File: config.mk
export PLATFORM = sky130hd
export DESIGN_NAME = access_point_tracking_table_core
export DESIGN_NICKNAME = d
export VERILOG_FILES = /design/src/design/apt_pkg.sv /design/src/design/apt_cell.sv /design/src/design/access_point_tracking_table_core.sv
export SDC_FILE = /design/constraint.sdc
export NUM_CORES = 2
export LEC_CHECK = 0
export ABC_AREA = 1
export BUFFER_PORTS_ARGS = -buffer_cell sky130_fd_sc_hd__buf_2
export CORE_ASPECT_RATIO = 1.5
export CORE_MARGIN = 2
export CORE_UTILIZATION = 25
export CTS_CLUSTER_SIZE = 30
export DETAILED_ROUTE_END_ITERATION = 8
export HOLD_SLACK_MARGIN = 0.05
export PLACE_DENSITY = 0.41
export SETUP_SLACK_MARGIN = 0.2
export SLEW_MARGIN = 0
export SYNTH_ARGS = -nofsm -noshare
export SYNTH_HDL_FRONTEND = slang
export SYNTH_SLANG_ARGS = --single-unit
File: constraint.sdc
create_clock -name i_clk -period 418.2 [get_ports i_clk]
set_input_delay 125.46 -clock i_clk [delete_from_list [all_inputs] [get_ports i_clk]]
set_output_delay 125.46 -clock i_clk [all_outputs]
set_load 0.005 [all_outputs]
File: src/design/apt_pkg.sv
// ----------------------------------------------------------------------------
// apt_pkg
// Shared types and constants of the access point tracking table.
// ----------------------------------------------------------------------------
`default_nettype none

package apt_pkg;

    localparam int TABLE_ENTRIES = 64;
    localparam int IDX_W = (TABLE_ENTRIES > 1) ? $clog2(TABLE_ENTRIES) : 1;
    localparam int CNT_W = $clog2(TABLE_ENTRIES + 1);

    localparam int ADDR_W   = 48;
    localparam int CHAN_W   = 4;
    localparam int LEVEL_W  = 8;
    localparam int VER_W    = 8;
    localparam int METH_W   = 16;
    localparam int HITS_W   = 32;
    localparam int TOTAL_W  = 32;
    localparam int RDIDX_W  = 6;
    localparam int SLOT_W   = 6;
    localparam int USED_W   = 7;
    localparam int CMP_W    = (IDX_W > RDIDX_W) ? IDX_W : RDIDX_W;

    localparam int S_TDATA_W = 96;
    localparam int S_TUSER_W = 2;
    localparam int M_TDATA_W = 168;
    localparam int M_TUSER_W = 3;

    typedef enum logic [1:0] {
        ACT_OBSERVE = 2'd0,
        ACT_CLEAR   = 2'd1,
        ACT_READ    = 2'd2,
        ACT_NONE    = 2'd3
    } t_action;

    typedef enum logic [2:0] {
        STS_INSERTED = 3'd0,
        STS_UPDATED  = 3'd1,
        STS_FULL     = 3'd2,
        STS_CLEARED  = 3'd3,
        STS_READ_OK  = 3'd4,
        STS_RANGE    = 3'd5
    } t_status;

    typedef enum logic {
        ST_IDLE,
        ST_SCAN
    } t_state;

    typedef struct packed {
        logic [ADDR_W-1:0]  addr;
        logic [CHAN_W-1:0]  chan;
        logic [LEVEL_W-1:0] level;
        logic [VER_W-1:0]   ver;
        logic               locked;
        logic               configured;
        logic [METH_W-1:0]  methods;
        logic [HITS_W-1:0]  hits;
    } t_entry;

endpackage

`default_nettype wire

File: src/design/apt_cell.sv
// ----------------------------------------------------------------------------
// apt_cell
// One table entry of the rotating chain; takes its neighbor's entry on shift.
// ----------------------------------------------------------------------------
`default_nettype none

module apt_cell
    import apt_pkg::*;
(
    input  wire         i_clk,
    input  wire         i_shift,
    input  wire t_entry i_entry,
    output t_entry      o_entry
);

    t_entry r_entry;

    always_ff @(posedge i_clk) begin
        if (i_shift) begin
            r_entry <= i_entry;
        end
    end

    assign o_entry = r_entry;

endmodule

`default_nettype wire

File: src/design/access_point_tracking_table_core.sv
// ----------------------------------------------------------------------------
// access_point_tracking_table_core
// Table of seen access points keyed by address, with observe, clear and read.
// ----------------------------------------------------------------------------
// Usage: items enter on the slave stream (i_s_*); tuser carries the action
// (observe, clear, read). Each item with a defined action gives one result
// item on the master stream (o_m_*), whose tuser carries the status.
// The entries live in a ring of TABLE_ENTRIES cells that rotates by one
// place per cycle (but for a last step held by a stalled output) past a
// single head stage, which compares the address, updates or inserts an
// entry, or picks out the entry asked for by a read. Every item makes one
// full turn of the ring: its result is loaded as the turn ends, and the
// next item is taken in the cycle after, never before the turn is through.
// The result sits in an output register, so the next item runs while it
// waits; if the receiver still stalls when the following turn ends, the
// ring holds its last step until the output register frees up.
// An item with the unused action code is taken and dropped without result.
// Reset clears the entry count, the frame total and the handshake state;
// the entry contents need no clearing because only used entries are read.
// ----------------------------------------------------------------------------
`default_nettype none

module access_point_tracking_table_core
    import apt_pkg::*;
(
    input  wire                  i_clk,
    input  wire                  i_rst_n,
    input  wire                  i_s_tvalid,
    output logic                 o_s_tready,
    // ap_address, rx_channel, signal_level, wps_version, is_configured,
    // is_locked, method_mask, read_index
    input  wire [S_TDATA_W-1:0]  i_s_tdata,
    // action
    input  wire [S_TUSER_W-1:0]  i_s_tuser,
    output logic                 o_m_tvalid,
    input  wire                  i_m_tready,
    // slot, entries_used, frames_total, out_address, out_channel,
    // best_signal, out_version, out_configured, out_locked, out_methods,
    // hit_count
    output logic [M_TDATA_W-1:0] o_m_tdata,
    // status
    output logic [M_TUSER_W-1:0] o_m_tuser
);

    // Control state.
    t_state             r_state, n_state;
    logic [IDX_W-1:0]   r_idx;
    logic [CNT_W-1:0]   r_used;
    logic [TOTAL_W-1:0] r_total;
    logic               r_hit, r_new, r_got;
    logic               r_out_valid;

    // Item held during its turn.
    t_action            r_act;
    logic [ADDR_W-1:0]  r_addr;
    logic [CHAN_W-1:0]  r_chan;
    logic [LEVEL_W-1:0] r_level;
    logic [VER_W-1:0]   r_ver;
    logic               r_cfg, r_lock;
    logic [METH_W-1:0]  r_meth;
    logic [RDIDX_W-1:0] r_rd_idx;

    t_entry             r_cap;
    logic [IDX_W-1:0]   r_slot;

    // Output register.
    t_status            r_out_status;
    logic [SLOT_W-1:0]  r_out_slot;
    logic [USED_W-1:0]  r_out_used;
    logic [TOTAL_W-1:0] r_out_total;
    t_entry             r_out_ent;

    logic               w_accept, w_shift, w_last, w_finish, w_out_free;
    t_action            w_in_act;
    t_entry             w_chain [TABLE_ENTRIES];
    t_entry             w_head, w_head_mod, w_cap_f;
    logic               w_in_used, w_match, w_ins, w_rd;
    logic               w_hit_f, w_new_f, w_got_f;
    logic [IDX_W-1:0]   w_slot_f;
    logic [CNT_W-1:0]   w_used_f;
    t_status            w_status_f;
    logic [SLOT_W-1:0]  w_out_slot_f;

    assign w_in_act   = t_action'(i_s_tuser);
    assign w_accept   = i_s_tvalid && o_s_tready;
    assign w_out_free = !r_out_valid || i_m_tready;
    assign w_last     = (r_idx == IDX_W'(TABLE_ENTRIES - 1));

    // Next state.
    always_comb begin
        n_state = r_state;
        unique case (r_state)
            ST_IDLE: begin
                if (w_accept && w_in_act != ACT_NONE) begin
                    n_state = ST_SCAN;
                end
            end
            ST_SCAN: begin
                if (w_finish) begin
                    n_state = ST_IDLE;
                end
            end
            default: n_state = ST_IDLE;
        endcase
    end

    // State outputs.
    always_comb begin
        o_s_tready = 1'b0;
        w_shift    = 1'b0;
        unique case (r_state)
            ST_IDLE: o_s_tready = 1'b1;
            ST_SCAN: w_shift    = !w_last || w_out_free;
            default: o_s_tready = 1'b0;
        endcase
    end

    assign w_finish = w_shift && w_last;

    // The ring: cell k takes cell k+1, the last cell takes the head's result.
    for (genvar k = 0; k < TABLE_ENTRIES; k++) begin : g_cell
        if (k == TABLE_ENTRIES - 1) begin : g_tail
            apt_cell u_cell (
                .i_clk   (i_clk),
                .i_shift (w_shift),
                .i_entry (w_head_mod),
                .o_entry (w_chain[k])
            );
        end else begin : g_body
            apt_cell u_cell (
                .i_clk   (i_clk),
                .i_shift (w_shift),
                .i_entry (w_chain[k+1]),
                .o_entry (w_chain[k])
            );
        end
    end

    // Head stage: cell 0 holds the entry whose index is r_idx.
    assign w_head    = w_chain[0];
    assign w_in_used = (CNT_W'(r_idx) < r_used);
    assign w_match   = (r_act == ACT_OBSERVE) && !r_hit && w_in_used &&
                       (w_head.addr == r_addr);
    // No earlier hit and the index reached the first free place: append here.
    assign w_ins     = (r_act == ACT_OBSERVE) && !r_hit &&
                       (CNT_W'(r_idx) == r_used);
    assign w_rd      = (r_act == ACT_READ) && w_in_used &&
                       (CMP_W'(r_rd_idx) == CMP_W'(r_idx));

    always_comb begin
        w_head_mod = w_head;
        if (w_ins) begin
            w_head_mod.addr  = r_addr;
            w_head_mod.chan  = r_chan;
            w_head_mod.level = r_level;
            w_head_mod.hits  = HITS_W'(1);
        end else if (w_match) begin
            if ($signed(r_level) > $signed(w_head.level)) begin
                w_head_mod.level = r_level;
            end
            w_head_mod.hits = w_head.hits + HITS_W'(1);
        end
        if (w_ins || w_match) begin
            w_head_mod.ver        = r_ver;
            w_head_mod.configured = r_cfg;
            w_head_mod.locked     = r_lock;
            w_head_mod.methods    = r_meth;
        end
    end

    // Result as it stands after this step.
    always_comb begin
        w_hit_f  = r_hit || w_match;
        w_new_f  = r_new || w_ins;
        w_got_f  = r_got || w_rd;
        w_cap_f  = r_cap;
        w_slot_f = r_slot;
        if (w_match || w_ins) begin
            w_cap_f  = w_head_mod;
            w_slot_f = r_idx;
        end else if (w_rd) begin
            w_cap_f  = w_head;
            w_slot_f = r_idx;
        end
        w_used_f = r_used + CNT_W'(w_new_f);

        w_status_f   = STS_FULL;
        w_out_slot_f = '0;
        case (r_act)
            ACT_OBSERVE: begin
                if (w_new_f) begin
                    w_status_f   = STS_INSERTED;
                    w_out_slot_f = SLOT_W'(w_slot_f);
                end else if (w_hit_f) begin
                    w_status_f   = STS_UPDATED;
                    w_out_slot_f = SLOT_W'(w_slot_f);
                end else begin
                    w_status_f = STS_FULL;
                end
            end
            ACT_CLEAR: w_status_f = STS_CLEARED;
            ACT_READ: begin
                w_status_f   = w_got_f ? STS_READ_OK : STS_RANGE;
                w_out_slot_f = SLOT_W'(r_rd_idx);
            end
            default: w_status_f = STS_FULL;
        endcase
    end

    // Control registers.
    always_ff @(posedge i_clk) begin
        if (!i_rst_n) begin
            r_state     <= ST_IDLE;
            r_idx       <= '0;
            r_used      <= '0;
            r_total     <= '0;
            r_hit       <= 1'b0;
            r_new       <= 1'b0;
            r_got       <= 1'b0;
            r_out_valid <= 1'b0;
        end else begin
            r_state <= n_state;
            if (w_accept) begin
                r_hit <= 1'b0;
                r_new <= 1'b0;
                r_got <= 1'b0;
                if (w_in_act == ACT_OBSERVE) begin
                    r_total <= r_total + TOTAL_W'(1);
                end else if (w_in_act == ACT_CLEAR) begin
                    r_total <= '0;
                    r_used  <= '0;
                end
            end
            if (w_shift) begin
                r_idx <= w_last ? '0 : r_idx + IDX_W'(1);
                r_hit <= w_hit_f;
                r_new <= w_new_f;
                r_got <= w_got_f;
            end
            if (w_finish) begin
                r_used      <= w_used_f;
                r_out_valid <= 1'b1;
            end else if (r_out_valid && i_m_tready) begin
                r_out_valid <= 1'b0;
            end
        end
    end

    // Payload registers.
    always_ff @(posedge i_clk) begin
        if (w_accept) begin
            r_act    <= w_in_act;
            r_addr   <= i_s_tdata[47:0];
            r_chan   <= i_s_tdata[51:48];
            r_level  <= i_s_tdata[59:52];
            r_ver    <= i_s_tdata[67:60];
            r_cfg    <= i_s_tdata[68];
            r_lock   <= i_s_tdata[69];
            r_meth   <= i_s_tdata[85:70];
            r_rd_idx <= i_s_tdata[91:86];
            r_cap    <= '0;
            r_slot   <= '0;
        end else if (w_shift) begin
            r_cap  <= w_cap_f;
            r_slot <= w_slot_f;
        end
        if (w_finish) begin
            r_out_status <= w_status_f;
            r_out_slot   <= w_out_slot_f;
            r_out_used   <= USED_W'(w_used_f);
            r_out_total  <= r_total;
            r_out_ent    <= w_cap_f;
        end
    end

    assign o_m_tvalid = r_out_valid;
    assign o_m_tuser  = r_out_status;
    assign o_m_tdata  = {5'd0,
                         r_out_ent.hits,
                         r_out_ent.methods,
                         r_out_ent.locked,
                         r_out_ent.configured,
                         r_out_ent.ver,
                         r_out_ent.level,
                         r_out_ent.chan,
                         r_out_ent.addr,
                         r_out_total,
                         r_out_used,
                         r_out_slot};

    // The entry count never passes the table size.
    a_used_bound: assert property (@(posedge i_clk) disable iff (!i_rst_n)
        r_used <= CNT_W'(TABLE_ENTRIES))
        else $error("entry count beyond table size");

    // The ring steps one index per shift within a turn.
    a_idx_step: assert property (@(posedge i_clk) disable iff (!i_rst_n)
        (w_shift && !w_last) |=> (r_idx == $past(r_idx) + IDX_W'(1)))
        else $error("ring index out of step");

    // A result only appears at the end of a turn.
    a_result_src: assert property (@(posedge i_clk) disable iff (!i_rst_n)
        $rose(o_m_tvalid) |-> $past(r_state == ST_SCAN && w_last))
        else $error("result loaded outside the end of a turn");

    // An item never both hits and inserts.
    a_hit_or_new: assert property (@(posedge i_clk) disable iff (!i_rst_n)
        !(r_hit && r_new))
        else $error("item both hit and inserted");

endmodule

`default_nettype wire
==> results.cfg <==
[yosys]
seq_area_frac_synth = 0.9591
synth.distinct_cells = 48
synth_async_sr_flop_share = 0
synth_edf_count = 7812
synthCells = 10220
synth.cell_area_mm2 = 0.2482
synth-seq-cells = 7986
syn_area_per_cell_um2 = 24.28
synthFlopType = edfxtp_1
yosys_warnings = 0

[global_route]
grt_overflow = 0
grt_pass1_vias = 91990
antenna_found_initial = 34
grt_pass1_wl_um = 603000
track_usage = 0.07744
grt_max_degree = 225

[run_status]
status = finished, final reports clean

[cts]
cts_buffers = 783
cts-root-buf = clkbuf_16
insertion_delay_ns = 1.11
cts-hold-fix-buffers = 0
post-cts-setup-buffer-count = 0
cts_tree = built
post_cts_resized = 0
clk_pin_slew_ns = 0.06
clock_path_buffers = 5
cts.sinks = 7986
cts-htree-levels = 6

[floorplanning]
die_h_um = 1224
core_area_mm2 = 0.9910
start_util = 0.2505
num_rows = 448
die_width_um = 817.6
num_io_pins = 275
die_area_mm2 = 1.001

[sta]
hold_viol_final = 0
tightest_slew_ns = 1.262
relSlewSlack = 0.1589
fin_crit_sh = 0.3165
setup-violations-final = 0
fmax_mhz = 7.556
tns_ns = 0
worst_slack_ns = 285.86
slew_violations = 0
rsz0062_at_grt = no
clock_skew_ns = 0.1415
period_minus_slack_ns = 132.34

[place]
pre_cts_slack_ns = 284.55
dpl-instance-area_mm2 = 0.2664
gp_congestion = 0.7217
portBuffers = 265
dp_hpwl_um = 202800

[final_layout]
final_common_cell = edfxtp_1
layout_common_cells = edfxtp_1, nand2_1, clkbuf_16
area_growth_pct = 17.55
fin_nets = 11380
drive_above_1_share = 0.1283
design_area_mm2 = 0.2918

[power_and_ir_drop]
power_frac_seq = 0.560
power_density_mw_per_mm2 = 5.838
power.internal_uw = 1347
p_switching_uw = 356.2
ir_worst_vdd_v = 0.000004600
clkPwrFrac = 0.411
switching_share = 0.2091
power.leakage_uw = 0.08840
p_comb_frac = 0.029

[detailed_routing]
drc = 0
dr_total_vias = 93730
firstDrtPassIters = 7
wirelength_um = 405100
drt_iter0_drc = 9717
wl_per_cell_um = 16.21
ant_nets = 0
viasPerCell = 3.751

[critical_path]
arrival_ns = 133.01
start_kind = primary input
crit_type = in -> reg
crit_required_ns = 418.87
crit_path_end_kind = register
crit_fanout = 191
reg2reg_slack_ns = 409.69

[job]
maxCapViolations = 0

[min_path]
hold_class = reg -> reg
[power by group through the flow]
stage	Combinational [uW]	Clock (uW)	Sequential, uW
6_report	48.5	700	955
3_3_place_gp	49.2	0	971
2_1_floorplan	30.9	0	1650
5_1_grt	54.5	761	959
4_1_cts	50.3	734	956
3_5_place_dp	50.5	0	971
[worst paths after layout]
check                                  startpoint  depth (start not counted)                              endpoint
min          g_cell[42].g_body.u_cell.o_entry[45]                          0  g_cell[41].g_body.u_cell.o_entry[45]
min reg2reg  g_cell[42].g_body.u_cell.o_entry[45]                          0  g_cell[41].g_body.u_cell.o_entry[45]
max reg2reg                              r_idx[0]                         13   g_cell[7].g_body.u_cell.o_entry[15]
max                                    i_m_tready                         12   g_cell[7].g_body.u_cell.o_entry[15]
[worst max-delay path: stages]
cell and delay, ns:
buf_2 0.11, inv_1 0.05, nand2_1 0.21, o21ai_4 0.19, inv_8 0.51, buf_4 0.90, buf_12 0.77, buf_4 0.85
buf_12 0.57, buf_12 0.78, buf_4 0.97, buf_4 0.88
[synthesized netlist by cell type, types with 10 or more instances]
| master | number | area [um^2] |
|---|---|---|
| a21oi_1 | 65 | 325.3 |
| a31oi_1 | 26 | 162.7 |
| buf_2 | 24 | 120.1 |
| buf_4 | 10 | 75.07 |
| buf_6 | 10 | 112.6 |
| clkbuf_1 | 74 | 277.8 |
| dfxtp_1 | 174 | 3483 |
| edfxtp_1 | 7812 | 234600 |
| ha_1 | 19 | 237.7 |
| inv_1 | 264 | 991.0 |
| nand2_1 | 961 | 3607 |
| nand3_1 | 188 | 940.9 |
| nand4_1 | 26 | 162.7 |
| nor2_1 | 94 | 352.8 |
| nor3_1 | 48 | 240.2 |
| o211ai_1 | 16 | 120.1 |
| o21ai_0 | 244 | 1221 |
| o21ai_1 | 34 | 170.2 |
| o21ai_2 | 20 | 175.2 |
| xnor2_1 | 12 | 105.1 |
| xor2_1 | 36 | 315.3 |
[sequential cells by signal, indices dropped and copies added, names as in the netlist, 2 cells and up]
signal,cells
r_rd_idx,6
r_slot,6
r_idx,6
o_m_tdata,118
r_addr,48
r_chan,4
r_out_used,7
g_cell.g_tail.u_cell.o_entry,118
r_meth,16
r_act,2
r_cap,118
r_out_total,32
r_ver,8
r_level,8
r_total,32
g_cell.g_body.u_cell.o_entry,7434
r_out_slot,6
o_m_tuser,3
r_used,7
[cells by family after synthesis]
group / after synthesis / share of synthesized area
compound gates: 417 / 0.009139
flops: 7986 / 0.9591
simple gates: 1352 / 0.02237
fa+ha+maj: 19 / 0.0009577
xor+xnor: 48 / 0.001694
buf+inv: 401 / 0.006749
other cells: 1 / 0.00001511
[cell type report]
| class | instances | area [um^2] |
|---|---|---|
| fillers | 95640 | 699200 |
| flip-flops and latches | 7986 | 238100 |
| clock buffers | 966 | 20660 |
| well taps | 13050 | 16330 |
| multi-input cells | 1841 | 8591 |
| clock inverters | 456 | 4624 |
| repair buffers | 376 | 2372 |
| inverters | 269 | 1026 |
| diodes | 44 | 110.1 |
[through the flow]
stage / hold WS, ns / utilization / power [uW] / std cells
after floorplan: 0.4003 / - / 1676 / 10230
after global placement: 0.4014 / 0.2688 / 1020 / 23520
after detailed placement: 0.4045 / 0.2688 / 1021 / 23520
after CTS: 0.3148 / 0.2943 / 1740 / 24940
after global routing: 0.3333 / 0.2943 / 1774 / 24950
final: 0.3222 / 0.2944 / 1703 / 24990
[metal layers]
| layer | share of wire | GRT usage | routed length (um) | vias up |
|---|---|---|---|---|
| li1 | - | - | - | 41990 |
| met1 | 0.52 | 0.1241 | 211000 | 48810 |
| met2 | 0.39 | 0.09987 | 158100 | 2036 |
| met3 | 0.055 | 0.01661 | 22420 | 892 |
| met4 | 0.034 | 0.02989 | 13600 | 0 |
| met5 | 0 | 0 | 0 | - |
Power figures use the tool's default switching activity.
